===== src/sv/mtt_pkg.sv =====
// ----------------------------------------------------------------------------
// mtt_pkg: shared types and constants
// Item structs, queue entry, pipeline sideband and register map.
// ----------------------------------------------------------------------------
package mtt_pkg;

   localparam int SQ_STEPS   = 34;            // root bits
   localparam int SQ_LAT     = SQ_STEPS + 1;
   localparam int DV_STEPS   = 33;            // quotient bits
   localparam int DV_LAT     = DV_STEPS + 1;
   localparam int FIFO_DEPTH = 4;
   localparam int FIFO_AW    = $clog2(FIFO_DEPTH);

   // 0.025 in Q32.32, rounded down
   localparam logic [66:0] SNAP_LIMIT = 67'd107374182;

   localparam logic        RST_MOVING_ENABLED = 1'b0;
   localparam logic [16:0] RST_ARRIVE_EPSILON = 17'd66;
   localparam logic [30:0] RST_SPEED          = 31'd65536;
   localparam logic [16:0] RST_TIME_STEP      = 17'd1092;

   typedef enum logic [1:0] {
      CSR_MOVING_ENABLED,
      CSR_ARRIVE_EPSILON,
      CSR_SPEED,
      CSR_TIME_STEP
   } csr_index_type;

   typedef struct packed {
      logic signed [31:0] pos_x;
      logic signed [31:0] pos_y;
      logic signed [31:0] pos_z;
      logic signed [31:0] dest_x;
      logic signed [31:0] dest_y;
      logic signed [31:0] dest_z;
      logic               has_destination;
   } req_type;

   typedef struct packed {
      logic signed [31:0] new_x;
      logic signed [31:0] new_y;
      logic signed [31:0] new_z;
      logic               arrived;
      logic               position_written;
   } rsp_type;

   // classified item, front to back
   typedef struct packed {
      logic [2:0][31:0] pos;
      logic [2:0][31:0] dest;
      logic [2:0]       neg;
      logic [2:0][32:0] mag;
      logic             written;
      logic             arrived;
   } cmd_type;

   // sideband that rides beside the root unit
   typedef struct packed {
      logic [2:0][31:0] pos;
      logic [2:0][31:0] dest;
      logic [2:0]       neg;
      logic [2:0][63:0] prod;
      logic             written;
      logic             arrived;
      logic             snap;
   } mid_type;

   // sideband that rides beside the dividers
   typedef struct packed {
      logic [2:0][31:0] pos;
      logic [2:0][31:0] dest;
      logic [2:0]       neg;
      logic             written;
      logic             arrived;
      logic             snap;
   } late_type;

endpackage


===== src/sv/mtt_front.sv =====
// ----------------------------------------------------------------------------
// mtt_front: intake and classify
// Registers an item, forms axis deltas and magnitudes, flags arrival.
// ----------------------------------------------------------------------------
module mtt_front import mtt_pkg::*; (
   input  logic        clock,
   input  logic        reset,
   input  logic        accept,
   input  req_type     req,
   input  logic        moving_enabled,
   input  logic [16:0] arrive_epsilon,
   output logic        push,
   output cmd_type     cmd
);

   logic    vld_ff, vld_in;
   req_type req_ff;

   logic [2:0][31:0] pos, dest;
   logic [2:0][32:0] diff;
   logic [2:0]       near;
   logic             active;

   assign vld_in = accept;

   always_ff @(posedge clock) begin
      if (reset) begin
         vld_ff <= 1'b0;
      end else begin
         vld_ff <= vld_in;
      end
      if (accept) begin
         req_ff <= req;
      end
   end

   always_comb begin
      pos[0]  = req_ff.pos_x;
      pos[1]  = req_ff.pos_y;
      pos[2]  = req_ff.pos_z;
      dest[0] = req_ff.dest_x;
      dest[1] = req_ff.dest_y;
      dest[2] = req_ff.dest_z;
      active  = req_ff.has_destination & moving_enabled;
      for (int i = 0; i < 3; i++) begin
         diff[i]    = {dest[i][31], dest[i]} - {pos[i][31], pos[i]};
         cmd.neg[i] = diff[i][32];
         cmd.mag[i] = diff[i][32] ? (33'd0 - diff[i]) : diff[i];
         near[i]    = cmd.mag[i] < {16'd0, arrive_epsilon};
      end
      cmd.pos     = pos;
      cmd.dest    = dest;
      cmd.written = active;
      cmd.arrived = active & (&near);
   end

   assign push = vld_ff;

endmodule


===== config.mk =====
export PLATFORM = sky130hd
export DESIGN_NAME = mtt_front
export DESIGN_NICKNAME = d
export VERILOG_FILES = /design/src/sv/mtt_pkg.sv /design/src/sv/mtt_front.sv
export SDC_FILE = /design/constraint.sdc
export NUM_CORES = 1
export LEC_CHECK = 0
export ABC_AREA = 1
export BUFFER_PORTS_ARGS = -buffer_cell sky130_fd_sc_hd__buf_2
export CELL_PAD_IN_SITES_DETAIL_PLACEMENT = 2
export CELL_PAD_IN_SITES_GLOBAL_PLACEMENT = 2
export CORE_UTILIZATION = 29
export CTS_CLUSTER_DIAMETER = 150
export CTS_CLUSTER_SIZE = 16
export DETAILED_ROUTE_END_ITERATION = 10
export PLACE_DENSITY = 0.87
export SETUP_SLACK_MARGIN = 0.4
export SYNTH_ARGS = -nofsm -noshare
export SYNTH_HDL_FRONTEND = slang
export SYNTH_SLANG_ARGS = --single-unit

===== constraint.sdc =====
create_clock -name clock -period 5.5 [get_ports clock]
set_clock_uncertainty 0.05 [all_clocks]
set_input_delay 0.55 -clock clock [delete_from_list [all_inputs] [get_ports clock]]
set_output_delay 0.55 -clock clock [all_outputs]
set_load 0.02 [all_outputs]

==> summary.txt, run 1 <==
I/O Buffers -> 510
Nets -> 3870
Worst EP arrival -> 4.99 ns
minimum clock period after layout -> 5.59 ns
Area growth syn-to-layout -> 19.5%
TritonRoute pass-1 iters -> 5
Vias -> 21100
Worst Path Max Fanout -> 3
Post-Syn Area -> 20200 um2
Final Slew Violations -> 0
full die area -> 70800 um2
Required @ worst endpoint -> 4.90 ns
core area -> 68800 um2
slowest cell on the critical path -> edfxtp_1
drt drc -> 0
syn_area_per_cell -> 6.50 um2
initial antenna violation count -> 3
Inserted Clock Buffers -> 17
post-synth cell types -> 41
Fin. Hold Viols -> 0
GPL Wtd Cong -> 0.904
Syn Inst Count -> 3108
CP max stage delay -> 0.40 ns
Die Span Y -> 266 um
worst hold margin -> 0.139 ns
Cell Pwr Density -> 342 nW/um2
Worst-path clk slew -> 0.10 ns
yosys warns -> 0
Clock Tree Root -> clkbuf_16
WS Path Type -> reg2out
commonest non-fill, non-tap cell in the layout -> nand2_1
wire length per cell -> 20.1 um
number of setup violations in the final report -> 1
Die X -> 266 um
TritonCTS clock tree -> done
top cell type by total area after synthesis -> edfxtp_1
largest net degree at the start of global routing -> 100
Starting DRT DRC Count -> 716
CTS sink cnt -> 194
maximum vdd ir drop -> 0.000167 V
Hold WC Path Type -> in2reg
# IOs -> 511
clk buf depth -> 2
Worst slew margin -> 37.9%
number of global-route vias before repair -> 23300
post-DP HPWL -> 76700 um
cell mode on critical path -> nor2_1
share of cells above drive strength 1 -> 24.6%
failing checks -> setup timing
power after layout -> 8.27 mW
RSZ-0062 raised after global routing -> true
quantity of hold-fixing buffers added after cts -> 0
Syn Nets -> 3472
total grt overflow -> 0
Routed WL -> 89400 um
fin crit share -> 102%
status -> complete, but fails checks
Core Util, Final -> 35.1%
Seq cells post-synth -> 194
GRT Total Usage -> 24.8%
Routed Antenna Nets -> 0
top cell type's share of synthesized area -> 28.7%
Worst-Margin Slew -> 0.931 ns
top cells by area, synth -> edfxtp_1 29%, nand2_1 19%, inv_1 11%
register area share after synthesis -> 28.8%
Startpoint Class -> flip-flop
number of max-cap violations -> 0
most frequent cells in the layout -> 999 x nand2_1, 598 x inv_1, 508 x buf_2
leakage power -> 13.2 nW
fmax -> 0.179 GHz
Starting Density -> 29.4%
Worst setup EP type -> output port
H-tree Lvls -> 4
row cnt -> 96
final worst slack -> -0.0886 ns
WHS Path Cells -> 1
global-route wire length before repair -> 133000 um
vias per cell -> 4.74
[synth_stat cells, drive strengths merged]
| library cell | instances |
|---|---|
| ha | 147 |
| o21bai | 6 |
| a31oi | 4 |
| nor4 | 1 |
| o21ai | 41 |
| nand2 | 1079 |
| a221oi | 1 |
| a21o | 1 |
| nand3b | 18 |
| nor3 | 21 |
| inv | 623 |
| and2 | 9 |
| clkbuf | 2 |
| buf | 205 |
| a21oi | 92 |
| nand3 | 252 |
| edfxtp | 193 |
| nand4 | 50 |
| dfxtp | 1 |
| clkinv | 3 |
| o21a | 1 |
| nor2 | 302 |
| xor2 | 39 |
| fa | 3 |
| xnor2 | 8 |
| a211oi | 3 |
| nor3b | 1 |
| or2 | 2 |
[state kept, by name, summed over array words and instances, names as in the netlist]
register and flops:
cmd 192, push 1, req_ff 1
[critical path: cells and delay by family, from the launching register on]
| kind | cells | cell delay (ns) |
|---|---|---|
| AND/OR/NAND/NOR | 19 | 2.39 |
| adder cells (fa/ha/maj) | 3 | 0.80 |
| AO/OA/AOI/OAI | 3 | 0.42 |
| flip-flops | 1 | 0.40 |
| buffers and inverters | 3 | 0.34 |
| XOR/XNOR | 1 | 0.14 |
[power breakdown]
part | leakage (nW) | internal, mW | switching, mW | total, mW
logic | 11.0 | 1.53 | 3.50 | 5.04
clock network | 0.298 | 0.698 | 0.695 | 1.39
registers | 1.90 | 1.76 | 0.0791 | 1.84
[final timing paths]
check,start,end,slack (ns)
max,cmd[200],cmd[0],-0.09
min,req[171],cmd[210],0.14
[metrics by stage]
stage / setup TNS, ns / cell area (um2) / instances / setup slack [ns]
final: -0.0886 / 24100 / 4452 / -0.0886
after global placement: 0 / 22700 / 4384 / 0.114
after CTS: -0.135 / 23700 / 4437 / -0.135
after detailed placement: -0.185 / 22700 / 4384 / -0.185
after global routing: -0.424 / 24100 / 4452 / -0.424
after floorplan: 0 / 20200 / 3108 / 0.413
[repair_timing]
| action | in CTS | in global routing |
|---|---|---|
| endpoints found under the setup margin | 1 | 1 |
| pin swaps | 25 | 31 |
| setup buffers | 21 | 13 |
| gates resized for setup | 81 | 74 |
[routing by layer]
layer	share of wire [%]	global-route usage [%]	vias up
li1	-	-	10200
met1	42	28.8	10300
met2	51	45.5	466
met3	4.0	3.95	118
met4	3.2	9.09	0
met5	0	0	-
[cell families (layout without fill, tap and decap cells)]
| family | count (synthesis) | count (layout) | synth area share, % |
|---|---|---|---|
| adders and majority gates | 150 | 150 | 9.40 |
| AOI/OAI and AO/OA | 149 | 149 | 3.89 |
| xor gates and xnor gates | 47 | 47 | 2.04 |
| DFF | 194 | 194 | 28.8 |
| and+or+nand+nor | 1735 | 1735 | 36.7 |
| other | 0 | 2 | 0 |
| buffers and inverters | 833 | 1244 | 19.2 |
[final cells by class]
cell class,instances,area [um2]
Sequential cell,194,5820
Clock inverter,13,158
Clock buffer,19,443
Inverter,626,2350
Antenna cell,2,5.00
Tap cell,931,1160
Fill cell,8435,44700
Timing Repair Buffer,586,3160
Multi-Input combinational cell,2081,11000
Power figures use the tool's default switching activity.
==> run 2: changes to the inputs <==
CORE_UTILIZATION = 26   (was 29)
PLACE_DENSITY = 0.83   (was 0.87)
clock period = 4.9 ns   (was 5.5 ns; I/O delays follow)
==> summary.txt, run 2 (synthesis results as in run 1) <==
I/O Buffers -> 510 (unchanged)
GRT Total Usage -> 24.1% (-0.75 points)
share of cells above drive strength 1 -> 32.0% (+7.5 points)
Nets -> 4245 (+9.7%)
TritonCTS clock tree -> done
status -> complete, but fails checks
Cell Pwr Density -> 372 nW/um2 (+8.6%)
area post-placement -> 25800 um2 (+13%)
Inserted Clock Buffers -> 17 (unchanged)
most frequent cells in the layout -> 988 x nand2_1, 598 x inv_1, 503 x buf_2
Clock Tree Root -> clkbuf_16
initial antenna violation count -> 6 (+3)
Worst EP arrival -> 4.92 ns (-0.07 ns)
GPL Wtd Cong -> 0.894 (-1.1%)
Starting DRT DRC Count -> 816 (+14%)
Largest register FFs -> 192 (unchanged)
Worst-path clk slew -> 0.08 ns (-0.02 ns)
number of setup violations in the final report -> 1 (unchanged)
Routed Antenna Nets -> 0 (unchanged)
minimum clock period after layout -> 5.46 ns
Area growth syn-to-layout -> 34.5%
final worst slack -> -0.564 ns (-0.476 ns)
Starting Density -> 26.4% (-2.9 points)
fin crit share -> 112%
Worst setup EP type -> output port
Required @ worst endpoint -> 4.36 ns (-0.54 ns)
TritonRoute pass-1 iters -> 4 (-1)
Worst-Margin Slew -> 0.670 ns (-0.261 ns)
row cnt -> 101 (+5.2%)
Psw -> 5.08 mW (+19%)
H-tree Lvls -> 4 (unchanged)
Worst Path Max Fanout -> 3 (unchanged)
Clk pwr share -> 15.1% (-1.8 points)
Vias -> 22700 (+7.7%)
CTS sink cnt -> 194 (unchanged)
Comb power frac -> 64.5% (+3.6 points)
Routed WL -> 96800 um (+8.3%)
slowest cell on the critical path -> fa_2
number of max-cap violations -> 0 (unchanged)
drt drc -> 0 (unchanged)
core area -> 76500 um2 (+11%)
Fin. Hold Viols -> 0 (unchanged)
vias per cell -> 4.61 (-2.6%)
# IOs -> 511 (unchanged)
Switching Fraction -> 50.2% (-1.5 points)
Die X -> 281 um (+5.6%)
clk buf depth -> 2 (unchanged)
RSZ-0062 raised after global routing -> true
fmax -> 0.183 GHz
Startpoint Class -> flip-flop
post-route cell area -> 27200 um2 (+13%)
largest net degree at the start of global routing -> 96 (-4.0%)
Internal -> 5.03 mW (+26%)
CP max stage delay -> 0.54 ns (+0.14 ns)
post-DP HPWL -> 83900 um (+9.3%)
quantity of hold-fixing buffers added after cts -> 0 (unchanged)
Hold WC Path Type -> in2reg
WS Path Type -> reg2out
register share of total power -> 20.4% (-1.9 points)
leakage power -> 15.1 nW (+14%)
Die Span Y -> 281 um (+5.6%)
global-route wire length before repair -> 144000 um (+8.0%)
number of global-route vias before repair -> 25500 (+9.8%)
Final Slew Violations -> 0 (unchanged)
wire length per cell -> 19.7 um (-2.1%)
failing checks -> setup timing
Worst slew margin -> 55.3% (+17 points)
worst hold margin -> 0.0639 ns (-0.0755 ns)
ant diodes -> 0 (-2)
full die area -> 78900 um2 (+11%)
maximum vdd ir drop -> 0.000258 V (+55%)
Placement Setup Slack -> -0.699 ns (-0.514 ns)
total grt overflow -> 0 (unchanged)
commonest non-fill, non-tap cell in the layout -> nand2_1
Core Util, Final -> 35.6% (+0.49 points)
==> run 2: repair_timing <==
item | CTS | global route
endpoints found under the setup margin | 11 | 30
gates resized for setup | 75 | 89
pin swaps | 25 | 22
buffers inserted | 19 | 12
==> run 2: per-layer routing <==
| metal | global-route usage [%] | share of wire (%) |
|---|---|---|
| met1 | 27.7 | 42 |
| met2 | 44.8 | 52 |
| met3 | 3.81 | 3.5 |
| met4 | 7.85 | 3.0 |
| met5 | 0 | 0.013 |
==> run 2: power by group through the flow <==
stage,Sequential (mW),Combinational [mW],Clock (mW)
finish,2.07,6.52,1.53
global route,2.08,7.08,1.63
CTS,2.07,6.40,1.59
detailed placement,2.11,6.24,0
global placement,2.09,5.92,0
floorplan,2.06,3.44,0
==> run 2: worst max-delay path, delay by kind of cell, from the launching register on <==
kind,cells,cell delay (ns)
AND/OR/NAND/NOR,16,1.90
buffers and inverters,3,0.23
XOR/XNOR,1,0.19
AO/OA/AOI/OAI,4,0.58
flip-flops,1,0.36
adder cells (fa/ha/maj),4,1.14
==> run 2: area by class of cell <==
class | instances | area [um2]
clock buffers | 17 | 425
clock inverters | 15 | 150
fillers | 9329 | 49300
inverters | 626 | 2350
multi-input cells | 2081 | 11200
flip-flops and latches | 194 | 5820
well taps | 1030 | 1290
repair buffers | 961 | 6000
==> run 2: worst paths after layout <==
kind | start | endpoint | slack, ns | cells past startpoint
setup / recovery | cmd[104] | cmd[0] | -0.56 | 28
hold / removal | reset | push | 0.06 | 2
==> run 2: stage by stage <==
stage | TNS, ns | cells | total power, mW
floorplan | 0 | 3108 | 5.51
global placement | -0.400 | 4861 | 8.01
finish | -0.564 | 4924 | 10.1
global route | -0.978 | 4924 | 10.8
detailed placement | -0.699 | 4861 | 8.35
CTS | -0.703 | 4912 | 10.1
