`src/sv/mtt_pkg.sv`:
```
// ----------------------------------------------------------------------------
// mtt_pkg: shared types and constants
// Item structs, queue entry, pipeline sideband and register map.
// ----------------------------------------------------------------------------
package mtt_pkg;

   localparam int SQ_STEPS   = 34;            // root bits
   localparam int SQ_LAT     = SQ_STEPS + 1;
   localparam int DV_STEPS   = 33;            // quotient bits
   localparam int DV_LAT     = DV_STEPS + 1;
   localparam int FIFO_DEPTH = 4;
   localparam int FIFO_AW    = $clog2(FIFO_DEPTH);

   // 0.025 in Q32.32, rounded down
   localparam logic [66:0] SNAP_LIMIT = 67'd107374182;

   localparam logic        RST_MOVING_ENABLED = 1'b0;
   localparam logic [16:0] RST_ARRIVE_EPSILON = 17'd66;
   localparam logic [30:0] RST_SPEED          = 31'd65536;
   localparam logic [16:0] RST_TIME_STEP      = 17'd1092;

   typedef enum logic [1:0] {
      CSR_MOVING_ENABLED,
      CSR_ARRIVE_EPSILON,
      CSR_SPEED,
      CSR_TIME_STEP
   } csr_index_type;

   typedef struct packed {
      logic signed [31:0] pos_x;
      logic signed [31:0] pos_y;
      logic signed [31:0] pos_z;
      logic signed [31:0] dest_x;
      logic signed [31:0] dest_y;
      logic signed [31:0] dest_z;
      logic               has_destination;
   } req_type;

   typedef struct packed {
      logic signed [31:0] new_x;
      logic signed [31:0] new_y;
      logic signed [31:0] new_z;
      logic               arrived;
      logic               position_written;
   } rsp_type;

   // classified item, front to back
   typedef struct packed {
      logic [2:0][31:0] pos;
      logic [2:0][31:0] dest;
      logic [2:0]       neg;
      logic [2:0][32:0] mag;
      logic             written;
      logic             arrived;
   } cmd_type;

   // sideband that rides beside the root unit
   typedef struct packed {
      logic [2:0][31:0] pos;
      logic [2:0][31:0] dest;
      logic [2:0]       neg;
      logic [2:0][63:0] prod;
      logic             written;
      logic             arrived;
      logic             snap;
   } mid_type;

   // sideband that rides beside the dividers
   typedef struct packed {
      logic [2:0][31:0] pos;
      logic [2:0][31:0] dest;
      logic [2:0]       neg;
      logic             written;
      logic             arrived;
      logic             snap;
   } late_type;

endpackage

```
`src/sv/mtt_fifo.sv`:
```
// ----------------------------------------------------------------------------
// mtt_fifo: command queue
// Short queue between front and back; the back drains it every cycle.
// ----------------------------------------------------------------------------
module mtt_fifo import mtt_pkg::*; (
   input  logic    clock,
   input  logic    reset,
   input  logic    push,
   input  cmd_type wdata,
   output logic    rvalid,
   output cmd_type rdata,
   output logic    room
);

   cmd_type              mem [FIFO_DEPTH];
   logic [FIFO_AW-1:0]   wr_ff, wr_in, rd_ff, rd_in;
   logic [FIFO_AW:0]     cnt_ff, cnt_in;
   logic                 pop;

   assign rvalid = cnt_ff != '0;
   assign pop    = rvalid;
   assign rdata  = mem[rd_ff];
   // one slot kept for the item held in the front register
   assign room   = cnt_ff < (FIFO_AW+1)'(FIFO_DEPTH - 1);

   always_comb begin
      wr_in  = push ? wr_ff + 1'b1 : wr_ff;
      rd_in  = pop ? rd_ff + 1'b1 : rd_ff;
      cnt_in = cnt_ff + (FIFO_AW+1)'(push) - (FIFO_AW+1)'(pop);
   end

   always_ff @(posedge clock) begin
      if (reset) begin
         wr_ff  <= '0;
         rd_ff  <= '0;
         cnt_ff <= '0;
      end else begin
         wr_ff  <= wr_in;
         rd_ff  <= rd_in;
         cnt_ff <= cnt_in;
      end
      if (push) begin
         mem[wr_ff] <= wdata;
      end
   end

endmodule

```
`config.mk`:
```
export PLATFORM = sky130hd
export DESIGN_NAME = mtt_fifo
export DESIGN_NICKNAME = d
export VERILOG_FILES = /design/src/sv/mtt_pkg.sv /design/src/sv/mtt_fifo.sv
export SDC_FILE = /design/constraint.sdc
export NUM_CORES = 1
export LEC_CHECK = 0
export BUFFER_PORTS_ARGS = -buffer_cell sky130_fd_sc_hd__buf_4
export CAP_MARGIN = 0
export CORE_MARGIN = 1
export CORE_UTILIZATION = 30
export CTS_CLUSTER_DIAMETER = 80
export DETAILED_ROUTE_END_ITERATION = 6
export PLACE_DENSITY = 0.49
export SLEW_MARGIN = 20
export SYNTH_ARGS = -nofsm -noshare
export SYNTH_HDL_FRONTEND = slang
export SYNTH_SLANG_ARGS = --single-unit
```
`constraint.sdc`:
```
create_clock -name clock -period 10.3 [get_ports clock]
set_input_delay 2.06 -clock clock [delete_from_list [all_inputs] [get_ports clock]]
set_output_delay 2.06 -clock clock [all_outputs]
set_load 0.01 [all_outputs]
```
==> results.sh, run 1 <==
export IMPL_run_status="finished, final reports clean"
export IMPL_rrSetupSlack_ns=7.33
export IMPL_post_place_ws_ns=4.92
export IMPL_power_share_combinational=0.251
export IMPL_seqCellArea_sq_um=35700
export IMPL_grt_setup_unrepaired="false"
export IMPL_clk_transition_reported_paths_ns=0.06
export IMPL_viasPerCell=4.53
export IMPL_swShare=0.270
export IMPL_top_level_ports=597
export IMPL_powerDensity_nw_per_um2=252
export IMPL_synth_flop_cell="sky130_fd_sc_hd__edfxtp_1"
export IMPL_intPower_mw=9.93
export IMPL_floorplan_core_area_sq_um=142000
export IMPL_crit_required_ns=8.24
export IMPL_final_setup_violation_count=0
export IMPL_num_nets_final=2587
export IMPL_leftover_overflow_at_the_end_of_global_routing=0
export IMPL_stdcell_count=4281
export IMPL_timing_critical_path_from_type="flip-flop"
export IMPL_clk_path_buf_depth=3
export IMPL_synth_top_cells_by_area="sky130_fd_sc_hd__edfxtp_1 82%, sky130_fd_sc_hd__mux4_2 15%, sky130_fd_sc_hd__buf_6 0.73%, sky130_fd_sc_hd__dfxtp_1 0.42%, sky130_fd_sc_hd__buf_2 0.36%"
export IMPL_layout_worst_path_cycle_share=0.527
export IMPL_worst_setup_path_type="flip-flop to output pin"
export IMPL_slew_at_the_pin_with_the_worst_max_slew_slack_ns=1.07
export IMPL_crit_arrival_ns=3.37
export IMPL_cts_sinks=1193
export IMPL_tritoncts_num_buffers=135
export IMPL_clk_skew_ns=0.0182
export IMPL_synth_seq_cells=1193
export IMPL_finalCriticalPeriod_ns=5.43
export IMPL_maximum_number_of_pins_on_one_net_before_global_route_repair=127
export IMPL_power_static_leakage_nw=17.8
export IMPL_synth_top_cell_area_share=0.824
export IMPL_clkLatencyLatePin_ns=0.72
export IMPL_die_width_um=381
export IMPL_syn_avg_cell_area_sq_um=27.1
export IMPL_overall_fraction_of_global_route_tracks_in_use=0.137
export IMPL_finalWeightedCongestion=0.742
export IMPL_detailedPlacementHpwl_um=60400
export IMPL_count_of_flip_flops_with_a_built_in_enable_after_synthesis=1184
export IMPL_wl_per_cell_um=23.4
export IMPL_first_global_vias=21100
export IMPL_maxCapViolCount=0
export IMPL_layout_setup_ws_ns=4.87
export IMPL_netlist_cell_types=20
export IMPL_floorplan_rows=138
export IMPL_die_height_um=381
export IMPL_critical_path_slowest_cell="sky130_fd_sc_hd__dfxtp_4"
export IMPL_mappedNetlistNets=1899
export IMPL_area_of_the_multi_input_gates_sq_um=6920
export IMPL_worst_path_buf_inv=3
export IMPL_antenna_left=0
export IMPL_cts_root_buffer_cell="sky130_fd_sc_hd__clkbuf_16"
export IMPL_asyncSetResetFlopFracSynth=0
export IMPL_path_max_fanout=77
export IMPL_critPathMaxStageDelay_ns=0.88
export IMPL_min_delay_path_class="flip-flop to flip-flop"
export IMPL_finalSetupTns_ns=0
export IMPL_share_of_total_power_in_sequential_cells=0.422
export IMPL_critical_path_endpoint_type="output pin"
export IMPL_post_cts_repair_setup_buffers=0
export IMPL_report_final_hold_viol_count=0
export IMPL_drc=0
export IMPL_grt_pass1_wl_um=145000
export IMPL_ctsHoldBuffers=0
export IMPL_crit_path_cell_trace="buf_12 -> buf_16 -> mux4_2 -> buf_4"
export IMPL_peakVddDrop_uv=182
export IMPL_num_vias=19400
export IMPL_drtIter0Drc=1010
export IMPL_netlist_area_sq_um=43200
export IMPL_synthToLayoutAreaGrowth_pct=25.0
export IMPL_wl_um=100000
export IMPL_antenna_found_initial=12
export IMPL_final_max_slew_violation_count=0
export IMPL_drt_first_pass_iters=4
export IMPL_drive_gt1_frac=0.464
export IMPL_placement_io_buffers=596
export IMPL_tritoncts="yes"
export IMPL_power_switching_mw=3.67
export IMPL_place_detailed_instances=4032
export IMPL_yosysWarningCount=0
export IMPL_num_fill_cells=12800
export IMPL_yosys_area_top_type="sky130_fd_sc_hd__edfxtp_1"
export IMPL_fmax_mhz=184
export IMPL_start_util=0.304
export IMPL_cells_after_synthesis=1592
export IMPL_postCtsResizedCells=0
export IMPL_seq_area_frac_synth=0.828
export IMPL_pwr_share_clk=0.328
export IMPL_floorplan_die_area_sq_um=145000
export IMPL_most_instantiated_library_cell_after_synthesis="sky130_fd_sc_hd__edfxtp_1"
export IMPL_htreeDepth=4
export IMPL_critical_path_top_delay_family="buffers and inverters"
export IMPL_pwr_total_mw=13.6
export IMPL_timing_max_slew_rel_slack=0.285
export IMPL_synth_top_cells_by_count="1,184 x sky130_fd_sc_hd__edfxtp_1, 296 x sky130_fd_sc_hd__mux4_2, 31 x sky130_fd_sc_hd__buf_2"
worst paths after layout:
path         startpoint    endpoint  cells after the start
min            rd_ff[1]    rd_ff[1]                      2
max           flip-flop  rdata[239]                      4
max reg2reg    wr_ff[0]  mem[3][31]                      4
min reg2reg    rd_ff[1]    rd_ff[1]                      2
state kept, by name (all words and copies together) (netlist names), named ones only:
name	cells
cnt_ff	3
mem	1184
rd_ff	2
wr_ff	2
worst register-to-register path, stage by stage (launching register included):
cell and delay (ns):
sky130_fd_sc_hd__dfxtp_1 0.39, sky130_fd_sc_hd__ha_1 0.16, sky130_fd_sc_hd__and2_4 0.39, sky130_fd_sc_hd__buf_4 0.78, sky130_fd_sc_hd__buf_12 0.49
power by group through the flow:
| stage | Clock, mW | Sequential, mW | Combinational [mW] |
|---|---|---|---|
| floorplan | 0 | 5.80 | 2.02 |
| global placement | 0 | 5.83 | 3.50 |
| detailed placement | 0 | 5.85 | 3.51 |
| CTS | 4.60 | 5.75 | 3.52 |
| global route | 4.78 | 5.77 | 3.63 |
| finish | 4.46 | 5.73 | 3.41 |
through the flow:
stage | cell area, sq um | util | hold slack (ns)
floorplan | 43200 | - | 0.514
global placement | 49800 | 0.350 | 0.533
detailed placement | 49800 | 0.350 | 0.552
CTS | 53900 | 0.379 | 0.566
global route | 54000 | 0.380 | 0.595
finish | 54000 | 0.380 | 0.566
layout make-up:
| cell class | instances | area share |
|---|---|---|
| flip-flops and latches | 1193 | 0.662 |
| clock buffers | 164 | 0.0666 |
| well taps | 1890 | 0.0438 |
| inverters | 7 | 0.000487 |
| repair buffers | 618 | 0.0880 |
| multi-input cells | 325 | 0.128 |
| diodes | 6 | 0.000278 |
| clock inverters | 78 | 0.0102 |
per-layer routing:
metal,global-route usage,vias to the layer above,share of wire
met5,0,-,0.00083
met4,0.0445,12,0.024
met2,0.242,528,0.53
met3,0.0458,165,0.069
li1,-,8338,-
met1,0.154,10300,0.37
placed cells by master (no fill, tap or decap), drive strengths merged:
| cell | netlist | final |
|---|---|---|
| diode | 0 | 6 |
| nand3 | 1 | 1 |
| clkinvlp | 0 | 7 |
| and2 | 4 | 4 |
| dfxtp | 9 | 9 |
| clkinv | 0 | 55 |
| xnor2 | 2 | 2 |
| clkbuf | 8 | 164 |
| bufinv | 0 | 3 |
| ha | 7 | 7 |
| buf | 59 | 618 |
| mux4 | 296 | 296 |
| o31a | 1 | 1 |
| a21oi | 1 | 1 |
| nor2 | 4 | 4 |
| nor3 | 2 | 2 |
| mux2i | 1 | 1 |
| mux2 | 1 | 1 |
| fa | 1 | 1 |
| inv | 7 | 20 |
| nor4 | 1 | 1 |
| nor2b | 3 | 3 |
| edfxtp | 1184 | 1184 |
kinds of logic after synthesis:
logic type / synth area share
AND/OR/NAND/NOR: 0.00185
adder cells (fa/ha/maj): 0.00249
XOR/XNOR: 0.000406
multiplexers: 0.155
AO/OA/AOI/OAI: 0.000319
buffers and inverters: 0.0122
flip-flops: 0.828
Note: power is estimated with default switching activity, not from simulation.
==> inputs of run 2 (changes only) <==
--- a/config.mk
+++ b/config.mk
@@ -5,6 +5,7 @@
 export SDC_FILE = /design/constraint.sdc
 export NUM_CORES = 1
 export LEC_CHECK = 0
+export ABC_AREA = 1
 export BUFFER_PORTS_ARGS = -buffer_cell sky130_fd_sc_hd__buf_4
 export CAP_MARGIN = 0
 export CORE_MARGIN = 1
==> constraint.sdc (replaced) <==
create_clock -name clock -period 5.1 [get_ports clock]
set_input_delay 1.02 -clock clock [delete_from_list [all_inputs] [get_ports clock]]
set_output_delay 1.02 -clock clock [all_outputs]
set_load 0.01 [all_outputs]
==> results.sh, run 2 <==
export IMPL_maxCapViolCount=0
export IMPL_clk_transition_reported_paths_ns=0.06
export IMPL_synth_top_cell_area_share=0.758
export IMPL_wl_um=111000
export IMPL_drive_gt1_frac=0.198
export IMPL_yosys_area_top_type="sky130_fd_sc_hd__edfxtp_1"
export IMPL_placement_io_buffers=596
export IMPL_seqCellArea_sq_um=35700
export IMPL_area_of_the_multi_input_gates_sq_um=7690
export IMPL_largest_reg_by_ff_count="mem"
export IMPL_final_max_slew_violation_count=0
export IMPL_grtUsageMet3=0.0626
export IMPL_synth_top_cells_by_count="1,184 x sky130_fd_sc_hd__edfxtp_1, 608 x sky130_fd_sc_hd__inv_1, 604 x sky130_fd_sc_hd__nand2_1"
export IMPL_clk_skew_ns=0.0247
export IMPL_post_cts_repair_setup_buffers=0
export IMPL_timing_critical_path_from_type="flip-flop"
export IMPL_netlist_area_sq_um=46900
export IMPL_run_status="finished, final reports clean"
export IMPL_tritoncts_num_buffers=138
export IMPL_leftover_overflow_at_the_end_of_global_routing=0
export IMPL_final_setup_violation_count=0
export IMPL_start_util=0.303
export IMPL_clkLatencyLatePin_ns=0.77
export IMPL_power_static_leakage_nw=21.8
export IMPL_postCtsResizedCells=0
export IMPL_floorplan_core_area_sq_um=155000
export IMPL_yosysWarningCount=0
export IMPL_num_nets_final=4406
export IMPL_overall_fraction_of_global_route_tracks_in_use=0.138
export IMPL_drt_first_pass_iters=7
export IMPL_report_final_hold_viol_count=0
export IMPL_finalWeightedCongestion=0.752
export IMPL_floorplan_rows=144
export IMPL_clk_path_buf_depth=3
export IMPL_crit_required_ns=4.08
export IMPL_critPathMaxStageDelay_ns=1.00
export IMPL_antenna_found_initial=28
export IMPL_most_frequent_cells_in_the_layout="1,184 x sky130_fd_sc_hd__edfxtp_1, 622 x sky130_fd_sc_hd__buf_4, 604 x sky130_fd_sc_hd__inv_1"
export IMPL_tritoncts="yes"
export IMPL_global_route_layer_with_the_greatest_usage="met2"
export IMPL_crit_path_cell_trace="buf_12 -> a21oi_1 -> o21ai_0 -> nand2_1 -> buf_4"
export IMPL_layout_commonest_cell="sky130_fd_sc_hd__edfxtp_1"
export IMPL_finalCriticalPeriod_ns=3.81
export IMPL_die_height_um=397
export IMPL_synth_flop_cell="sky130_fd_sc_hd__edfxtp_1"
export IMPL_count_of_flip_flops_with_a_built_in_enable_after_synthesis=1184
export IMPL_critical_path_slowest_cell="sky130_fd_sc_hd__dfxtp_4"
export IMPL_mappedNetlistNets=3821
export IMPL_biggestRegsByFlops="mem x1184, cnt_ff x3"
export IMPL_synthToLayoutAreaGrowth_pct=23.0
export IMPL_slew_at_the_pin_with_the_worst_max_slew_slack_ns=1.06
export IMPL_cts_root_buffer_cell="sky130_fd_sc_hd__clkbuf_16"
export IMPL_powerDensity_nw_per_um2=517
export IMPL_path_max_fanout=97
export IMPL_seq_area_frac_synth=0.762
export IMPL_floorplan_die_area_sq_um=158000
export IMPL_num_fill_cells=14700
export IMPL_synth_seq_cells=1193
export IMPL_crit_arrival_ns=2.79
export IMPL_largest_reg_flops=1184
export IMPL_fmax_mhz=262
export IMPL_drtIter0Drc=1211
export IMPL_grt_pass1_wl_um=163000
export IMPL_min_delay_path_class="input port to flip-flop"
export IMPL_syn_avg_cell_area_sq_um=13.3
export IMPL_viasPerCell=4.34
export IMPL_drc=0
export IMPL_timing_max_slew_rel_slack=0.291
export IMPL_critical_path_endpoint_type="output pin"
export IMPL_grt_setup_unrepaired="false"
export IMPL_cts_sinks=1193
export IMPL_pwr_total_mw=29.8
export IMPL_most_instantiated_library_cell_after_synthesis="sky130_fd_sc_hd__edfxtp_1"
export IMPL_detailedPlacementHpwl_um=67700
export IMPL_first_global_vias=26000
export IMPL_asyncSetResetFlopFracSynth=0
export IMPL_globalRouteMet1Util=0.155
export IMPL_layout_worst_path_cycle_share=0.747
export IMPL_htreeDepth=4
export IMPL_grt_use_met2=0.228
export IMPL_finalSetupTns_ns=0
export IMPL_peakVddDrop_uv=338
export IMPL_top_level_ports=597
export IMPL_netlist_cell_types=17
export IMPL_maximum_number_of_pins_on_one_net_before_global_route_repair=237
export IMPL_synth_top_cells_by_area="sky130_fd_sc_hd__edfxtp_1 76%, sky130_fd_sc_hd__inv_1 4.9%, sky130_fd_sc_hd__nand2_1 4.8%, sky130_fd_sc_hd__o211ai_1 4.7%, sky130_fd_sc_hd__a21oi_1 3.2%"
export IMPL_ctsHoldBuffers=0
export IMPL_worst_setup_path_type="flip-flop to output pin"
export IMPL_die_width_um=397
export IMPL_wl_per_cell_um=17.7
export IMPL_antenna_left=0
export IMPL_num_vias=27100
export IMPL_cells_after_synthesis=3514
[run 2: where the power goes]
| part | total, mW | switching (mW) | internal (mW) |
|---|---|---|---|
| sequential | 11.4 | 0.201 | 11.2 |
| combinational | 9.21 | 5.62 | 3.60 |
| clock | 9.18 | 3.98 | 5.20 |
[run 2: metrics by stage]
stage	instances	hold slack (ns)	util	worst slack, ns	cell area (sq um)
after floorplan	3514	0.473	-	-0.774	47000
after global placement	6003	0.501	0.345	1.75	53400
after detailed placement	6003	0.516	0.345	1.74	53400
after CTS	6245	0.362	0.373	1.16	57600
after global routing	6253	0.384	0.373	1.04	57700
final	6253	0.446	0.373	1.29	57700
[run 2: cells by family after synthesis]
family,count (synthesis),synth area share
AO/OA/AOI/OAI,894,0.111
XOR/XNOR,1,0.000187
adder cells (fa/ha/maj),8,0.00230
buffers and inverters,807,0.0749
flip-flops,1193,0.762
AND/OR/NAND/NOR,611,0.0490
[run 2: area by class of cell]
| cell class | count | share of cell area |
|---|---|---|
| flip-flops and latches | 1193 | 0.620 |
| multi-input cells | 1514 | 0.133 |
| repair buffers | 644 | 0.0886 |
| clock buffers | 175 | 0.0623 |
| well taps | 2044 | 0.0444 |
| inverters | 608 | 0.0398 |
| clock inverters | 67 | 0.0110 |
| diodes | 8 | 0.000347 |
[run 2: worst max-delay path, delay by kind of cell (launching register included)]
kind	cells	cell delay [ns]
buf+inv	2	0.62
compound gates	2	0.18
flops	1	1.00
simple gates	1	0.14
[run 2: layer usage]
layer	routed length (um)	vias to the layer above
met3	10100	204
met4	2770	40
met2	54400	551
met1	43100	12900
li1	-	13500
met5	258	-
[run 2: path summary, 6_finish.rpt]
path / slack, ns / depth (start not counted) / to / startpoint
worst max register to register: 2.39 / 6 / mem[2][15] / wr_ff[0]
worst max-delay path: 1.29 / 5 / rdata[237] / flip-flop
worst min register to register: 0.53 / 2 / wr_ff[0] / wr_ff[0]
worst min-delay path: 0.45 / 1 / mem[1][213] / wdata[213]
